## src/hvt_pkg.sv

```systemverilog
`default_nettype none
package hvt_pkg;
  localparam int unsigned FracBits = 16;
  localparam int unsigned CoordW = 32;
  localparam int unsigned ProdW = 2 * CoordW;
  localparam int unsigned SumW = ProdW + 2;
  localparam int unsigned NumW = SumW + FracBits;
  localparam int unsigned QW = NumW;
  localparam int unsigned QCntW = $clog2(QW + 1);
  localparam int unsigned FifoDepth = 2;

  typedef enum logic {
    OP_LOAD = 1'b0,
    OP_XFORM = 1'b1
  } op_e;

  typedef struct packed {
    logic signed [SumW-1:0] s0;
    logic signed [SumW-1:0] s1;
    logic signed [SumW-1:0] s2;
    logic signed [SumW-1:0] s3;
  } sums_t;

  typedef struct packed {
    logic signed [CoordW-1:0] x;
    logic signed [CoordW-1:0] y;
    logic signed [CoordW-1:0] z;
    logic w_zero;
    logic sat;
  } res_t;

  localparam logic [CoordW-1:0] One = CoordW'(1) << FracBits;
endpackage
`default_nettype wire

```

## src/hvt_back.sv

```systemverilog
`default_nettype none
// Three restoring dividers sharing one w, one quotient bit per cycle.
module hvt_back (
  input  wire logic clk_i,
  input  wire logic rst_ni,
  input  wire logic sums_valid_i,
  output logic sums_ready_o,
  input  wire hvt_pkg::sums_t sums_i,
  output logic out_valid_o,
  input  wire logic out_ready_i,
  output hvt_pkg::res_t res_o
);
  localparam int unsigned N = hvt_pkg::NumW;
  localparam int unsigned W = hvt_pkg::CoordW;
  logic busy_q, ov_q, ov_d;
  logic [hvt_pkg::QCntW-1:0] cnt_q;
  logic [N-1:0] n_q [3];
  logic [N-1:0] q_q [3];
  logic [N:0] r_q [3];
  logic neg_q [3];
  logic [N-1:0] d_q;
  logic wz_q;
  hvt_pkg::res_t res_q, fin;
  logic [hvt_pkg::SumW-1:0] sv [3];
  logic [hvt_pkg::SumW-1:0] wabs;
  logic [N:0] rs [3];
  logic done, fin_ld;

  assign sums_ready_o = !busy_q;
  assign out_valid_o = ov_q;
  assign res_o = res_q;
  assign done = busy_q && cnt_q == '0;
  // Hand the result over once the output register is free or being emptied.
  assign fin_ld = done && (!ov_q || out_ready_i);
  assign ov_d = fin_ld || (ov_q && !out_ready_i);
  assign sv[0] = sums_i.s0;
  assign sv[1] = sums_i.s1;
  assign sv[2] = sums_i.s2;
  assign wabs = sums_i.s3[hvt_pkg::SumW-1] ? -sums_i.s3 : sums_i.s3;

  always_comb begin
    logic [W-1:0] lim;
    logic [W-1:0] c [3];
    logic neg, st;
    st = 1'b0;
    for (int k = 0; k < 3; k++) begin
      rs[k] = {r_q[k][N-1:0], n_q[k][N-1]};
      neg = neg_q[k] && q_q[k] != '0;
      lim = neg ? {1'b1, {(W-1){1'b0}}} : {1'b0, {(W-1){1'b1}}};
      if (q_q[k][N-1:W] != '0 || q_q[k][W-1:0] > lim) begin
        st = 1'b1;
        c[k] = neg ? lim : lim;
      end else begin
        c[k] = neg ? -q_q[k][W-1:0] : q_q[k][W-1:0];
      end
      if (wz_q) c[k] = '0;
    end
    fin.x = c[0];
    fin.y = c[1];
    fin.z = c[2];
    fin.w_zero = wz_q;
    fin.sat = st && !wz_q;
  end

  always_ff @(posedge clk_i or negedge rst_ni) begin
    if (!rst_ni) begin
      busy_q <= 1'b0;
      ov_q <= 1'b0;
      cnt_q <= '0;
    end else begin
      ov_q <= ov_d;
      if (sums_valid_i && !busy_q) begin
        busy_q <= 1'b1;
        cnt_q <= hvt_pkg::QCntW'(N);
      end else if (busy_q && cnt_q != '0) begin
        cnt_q <= cnt_q - hvt_pkg::QCntW'(1);
      end else if (fin_ld) begin
        busy_q <= 1'b0;
      end
    end
  end

  always_ff @(posedge clk_i) begin
    if (sums_valid_i && !busy_q) begin
      d_q <= N'(wabs);
      wz_q <= sums_i.s3 == '0;
      for (int k = 0; k < 3; k++) begin
        n_q[k] <= N'(sv[k][hvt_pkg::SumW-1] ? -sv[k] : sv[k]) << hvt_pkg::FracBits;
        neg_q[k] <= sv[k][hvt_pkg::SumW-1] ^ sums_i.s3[hvt_pkg::SumW-1];
        q_q[k] <= '0;
        r_q[k] <= '0;
      end
    end else if (busy_q && cnt_q != '0) begin
      for (int k = 0; k < 3; k++) begin
        n_q[k] <= n_q[k] << 1;
        if (rs[k] >= {1'b0, d_q}) begin
          r_q[k] <= rs[k] - {1'b0, d_q};
          q_q[k] <= {q_q[k][N-2:0], 1'b1};
        end else begin
          r_q[k] <= rs[k];
          q_q[k] <= {q_q[k][N-2:0], 1'b0};
        end
      end
    end
    if (fin_ld) res_q <= fin;
  end
endmodule
`default_nettype wire

```

## config.mk

```make
export PLATFORM = sky130hd
export DESIGN_NAME = hvt_back
export DESIGN_NICKNAME = d
export VERILOG_FILES = /design/src/hvt_pkg.sv /design/src/hvt_back.sv
export SDC_FILE = /design/constraint.sdc
export NUM_CORES = 2
export LEC_CHECK = 0
export BUFFER_PORTS_ARGS = -buffer_cell sky130_fd_sc_hd__buf_2
export CORE_ASPECT_RATIO = 0.75
export CORE_UTILIZATION = 59
export DETAILED_ROUTE_END_ITERATION = 10
export GPL_TIMING_DRIVEN = 0
export MAX_ROUTING_LAYER = met4
export PLACE_DENSITY = 0.78
export SLEW_MARGIN = 20
export SYNTH_ARGS = -nofsm -noshare
export SYNTH_HDL_FRONTEND = slang
export SYNTH_SLANG_ARGS = --single-unit
export TNS_END_PERCENT = 10
```

## constraint.sdc

```tcl
create_clock -name clk_i -period 41 [get_ports clk_i]
set_input_delay 8.2 -clock clk_i [delete_from_list [all_inputs] [get_ports clk_i]]
set_output_delay 8.2 -clock clk_i [all_outputs]
set_load 0.01 [all_outputs]
```

* Word-level counts from Yosys, hierarchy flattened
Memory sizes are Yosys's and may differ from the RTL's.
Index checks and enable logic that the tools add are counted.
Widths: inputs -> output; s select.
** Storage, ports and cells
- Flip-flop bits (word level) :: 174
- RAM bits :: 741
- Input port bits :: 268
- Output and inout port bits :: 100
- Word-level logic and storage cells :: 146
- Memories :: 4
** Cells by class
- Add/sub/neg operators :: 11
- $lt $le $gt $ge :: 6
- Eq/ne operators :: 1
- Mux-type cells :: 65
- Bitwise operators :: 18
- Reductions and logical operators :: 30
** Memories
- r_q :: words 3, width 83, read ports 3, clocked after Yosys merged registers in 0, wr ports 3, line hvt_back.sv:19 : logic [N:0] r_q [3];
- q_q :: words 3, width 82, read ports 3, clocked after Yosys merged registers in 0, wr ports 3, line hvt_back.sv:18 : logic [N-1:0] q_q [3];
- n_q :: words 3, width 81, read ports 3, clocked after Yosys merged registers in 0, wr ports 3, line hvt_back.sv:17 : logic [N-1:0] n_q [3];
- neg_q :: words 3, width 1, read ports 3, clocked after Yosys merged registers in 0, wr ports 3, line hvt_back.sv:20 : logic neg_q [3];
** Operators by type and width (number)
- $mux 83 :: 6
- $mux 82 :: 6
- $mux 32 :: 9
- $neg 66->66 :: 4
- $ge 83x66->1 :: 3
- $sub 83x66->83 :: 3
- $reduce_bool 82->1 :: 3
- $mux 81 :: 3
- $mux 66 :: 3
- $reduce_bool 50->1 :: 3
- $gt 32x32->1 :: 3
- $neg 32->32 :: 3
- $logic_not 66->1 :: 1
- $mux 65 :: 1
- $mux 1 :: 35
- $or 1x1->1 :: 15
- $mux 7 :: 2
- $logic_and 1x1->1 :: 9
- $logic_not 7->1 :: 1
- $reduce_bool 7->1 :: 1
- $sub 7x1->7 const B :: 1
- $logic_or 1x1->1 :: 5
- $logic_not 1->1 :: 4
- $reduce_bool 2->1 :: 2
- 3 further kinds :: 5

* Depth between registers and ports, before layout
An unclocked memory read counts as a cell.
- Word-level depth :: 10
- Mapped depth :: 24
- Depth with buffers taken out :: 21

* Least setup slack after synthesis
Ideal clock, no wire load.
- Path type :: input to register
- Start point :: input port sums_valid_i
- End point :: register cnt_q[0] in the netlist's numbering
- Library setup time :: 0.746 ns
- Data arrival time :: 24.673 ns
- Required time :: 40.254 ns
- Slack :: 15.581 ns
- Stages on the path :: 3
- Buffers on the path :: 0
- Cell sequence :: nor2_1 > a21oi_1 > a21oi_1
** On the way
- Word-level cells in the longest chain between the ends :: 2
- Elaborated cells on any way between the ends :: 3
- Classes of those cells :: 1 x mux; 2 x reduce/logical
** RTL lines
- from (decl) :: line hvt_back.sv:6 : input wire logic sums_valid_i,
- $logic_and 1x1->1 * :: line hvt_back.sv:72 : if (sums_valid_i && !busy_q) begin
- $mux 7 or $reduce_bool 2->1 (tied branches)
- to (signal assigned) :: line hvt_back.sv:74 : cnt_q <= hvt_pkg::QCntW'(N);
- to (signal assigned) :: line hvt_back.sv:76 : cnt_q <= cnt_q - hvt_pkg::QCntW'(1);
- to (decl) :: line hvt_back.sv:16 : logic [hvt_pkg::QCntW-1:0] cnt_q;
Mark *: on every way between the ends. The rest lies on a longest branch, timed or not.
A chain may end at the register's enable or synchronous reset.

* Final worst setup path
- Start point :: input port sums_i[18] in the netlist's numbering
- End point :: register wz_q (data pin)
** On the way
- Word-level cells in the longest chain between the ends :: 1
** RTL lines
- from (decl) :: line hvt_back.sv:8 : input wire hvt_pkg::sums_t sums_i,
- $logic_not 66->1 :: line hvt_back.sv:86 : wz_q <= sums_i.s3 == '0;
- to (signal assigned) :: line hvt_back.sv:86
- to (decl) :: line hvt_back.sv:22 : logic wz_q;
No other way between the ends.

==> impl_results.md <==
* Outcome: complete, no violations
* Setup TNS at 0 ns
* RSZ-0062 raised after global routing: no
* Via Count at 52,595
* Nets at 7,273
* Final Cycle Share at 0.280
* Fin. Hold Viols at 0
* Hold_sp: n_q[0][16]
* Seq cells post-synth at 867
* Vias/cell at 6.49
* Cell family with most CP delay: simple AND/OR/NAND/NOR gates
* Critical path data arrival time at 11.86 ns
* Slowest CP cell: nor4_1
* Startpoint types: input pin
* Worst hold-check path type: register to register
* Die Y at 274 um
* Clock sink count at 867
* Reg area at 26,000 um^2
* CTS tree: built
* Syn. warnings at 0
* Die area at 100,000 um^2
* Post-layout min period at 11.47 ns
* Antenna violations before repair at 18
* P&R area growth vs syn at 13.4%
* Pin slew with the least headroom to its limit at 1.22 ns
* DR DRC count at 0
* Hold-fix buffers, CTS at 0
* Critical-path maximum fanout at 6
* Post-synthesis net count at 6,772
* Synth cell types at 101
* Mapped Area at 58,200 um^2
* Fin. max-slew vios at 0
* First-pass GRT wire length at 281,000 um
* GRT Util Overall at 0.375
* Most common cell after layout, fill and taps aside: edfxtp_1
* Ratio of cells with drive above 1 in the final layout at 0.0988
* Setup violators final at 0
* Worst-path clk slew at 0.07 ns
* CP startpoint: sums_i[18]
* Placed Cells at 7,921
* Routed Antenna Nets at 0
* Worst slack, placed at 28.87 ns
* Resized Gates After CTS at 0
* I/O Pins at 368
* Maximum vdd drop at 0.0379 mV
* Ys async rst share at 0.0104
* Top_reg_cell synth: edfxtp_1
* Worst EP required at 41.39 ns
* Max-cap violation count at 0
* GPL Wtd Cong at 1.01
* Site Rows at 99
* CP max stage delay at 0.73 ns
* Worst r2r src: q_q[0][0]
* Post-synth EDFFs at 857
* Vias in the first global route at 48,355
* Die Wd at 365 um
* Worst-Skew Late Latency at 0.70 ns
* Power density over cell area at 75.6 nW/um^2
* Largest net degree at the start of global routing at 40
* Routed len/inst at 23.0 um
* Clock Skew at 0.0209 ns
* Max H-tree Level at 3
* Multi-input combinational cell area at 30,400 um^2
* Clock Path Buffers at 3
* Setup CP Type: input pin to register
* Leak at 25.6 nW
* Global route overflow at 0
* Relative slew slack at 0.186
* DRT iter0 DRCs at 6,639
* Seq/Total Area, Yosys at 0.446
* Max Clk Rate at 87.2 MHz
* Initial Util at 0.597
* Crit path cell chain: buf_2 > or4_1 > or3_1 > nor4_1 > nand3_1 > or2_2 > or3_1 > nor4_1
* Pwr Total at 4.99 mW
* Post-CTS Setup Bufs at 0
* Clock Root Buffer: clkbuf_16
* Mapped Cells at 6,199
* Finished Layout Cells at 8,110
* Most frequent cells in the layout: edfxtp_1, nand2_1, o21ai_0
* Core Box Area at 97,500 um^2
* Buf/Inv on CP at 1
* HPWL Detailed at 143,000 um
* Total Routed Length at 186,000 um
* Total CTS buffers at 90
* Port-buffer cells at 363
* First-pass detailed-route iteration total at 10
* # fillers at 7,848
* Synth Area per Inst at 9.40 um^2
* Final setup margin at 29.53 ns
* Critical Path End Type: register
## cell type report
cell class                      instances  area share
Tap cell                             1313      0.0249
Buffer                                333      0.0198
Clock buffer                          113      0.0367
Inverter                              167     0.00949
Multi-Input combinational cell       4832       0.461
Clock inverter                         52     0.00809
Antenna cell                           24    0.000910
Timing Repair Buffer                  409      0.0457
Sequential cell                       867       0.393
## path summary, 6_finish.rpt
check | endpoint | slack (ns) | cells past startpoint
hold reg to reg | n_q[0][17] | 0.52 | 2
setup reg to reg | res_o[81] | 33.55 | 24
setup / recovery | wz_q | 29.53 | 8
min in group asynchronous | out_valid_o | 7.38 | 1
max in group asynchronous | cnt_q[4] | 33.38 | 1
hold / removal | n_q[0][17] | 0.52 | 2
## through the flow
step | area, um^2 | hold slack [ns] | utilization
after floorplan | 58200 | 0.424 | -
after global placement | 61700 | 0.500 | 0.633
after detailed placement | 63000 | 0.509 | 0.646
after CTS | 65900 | 0.525 | 0.676
after global routing | 66000 | 0.541 | 0.677
final | 66000 | 0.525 | 0.677
## kinds of logic after synthesis
group	Yosys count	synth area share
xor gates and xnor gates	452	0.0680
adders and majority gates	305	0.0659
DFF	867	0.446
muxes	32	0.00552
buffers and inverters	500	0.0330
AOI/OAI and AO/OA	1732	0.182
and+or+nand+nor	2311	0.199
## state kept, by name, summed over array words and instances (netlist names)
register     cells
neg_q            3
d_q             66
r_q            246
q_q            246
n_q            198
res_o           98
wz_q             1
out_valid_o      1
cnt_q            7
busy_q           1
## report_power, final
| group | internal [mW] | leakage, nW | switching, mW |
|---|---|---|---|
| Sequential | 1.54 | 9.19 | 0.247 |
| Clock | 0.472 | 1.42 | 0.376 |
| Combinational | 0.897 | 15.0 | 1.46 |
## synth_stat cells, drive strengths merged (10+ instances only)
| library cell | count | area (um^2) |
|---|---|---|
| nand4 | 143 | 895 |
| a21boi | 12 | 90.1 |
| o31ai | 102 | 803 |
| or2 | 42 | 263 |
| a211oi | 72 | 541 |
| edfxtp | 857 | 25700 |
| buf | 27 | 119 |
| o21a | 37 | 278 |
| nand3b | 46 | 349 |
| o211ai | 35 | 263 |
| nor4b | 12 | 118 |
| nand2b | 54 | 345 |
| o21ai | 558 | 2790 |
| ha | 302 | 3780 |
| a211o | 11 | 96.3 |
| xnor2 | 187 | 1640 |
| nand2 | 800 | 3010 |
| o41ai | 44 | 393 |
| mux2i | 31 | 310 |
| nor4 | 104 | 663 |
| and3 | 24 | 150 |
| nor2b | 23 | 144 |
| a221oi | 30 | 263 |
| nor2 | 368 | 1380 |
| inv | 167 | 627 |
| o21bai | 54 | 405 |
| or4 | 62 | 495 |
| a21oi | 476 | 2380 |
| a31o | 10 | 87.6 |
| clkbuf | 306 | 1180 |
| xor2 | 265 | 2320 |
| a21o | 129 | 968 |
| a31oi | 72 | 450 |
| nand3 | 103 | 515 |
| nor3 | 132 | 682 |
| or3 | 119 | 771 |
| and2 | 249 | 1560 |
## layer usage
layer | share of wire | up-vias | track usage
li1 | - | 24088 | -
met4 | 0.025 | 0 | 0.0916
met1 | 0.43 | 25096 | 0.544
met2 | 0.42 | 3033 | 0.521
met5 | 0 | - | -
met3 | 0.13 | 378 | 0.0938
## worst min-delay path, cell delays in order (launching register included)
cell and delay, ns:
edfxtp_1 0.32, nand2_1 0.04, o21ai_0 0.06
No activity file was read; power rests on OpenSTA's default activity.
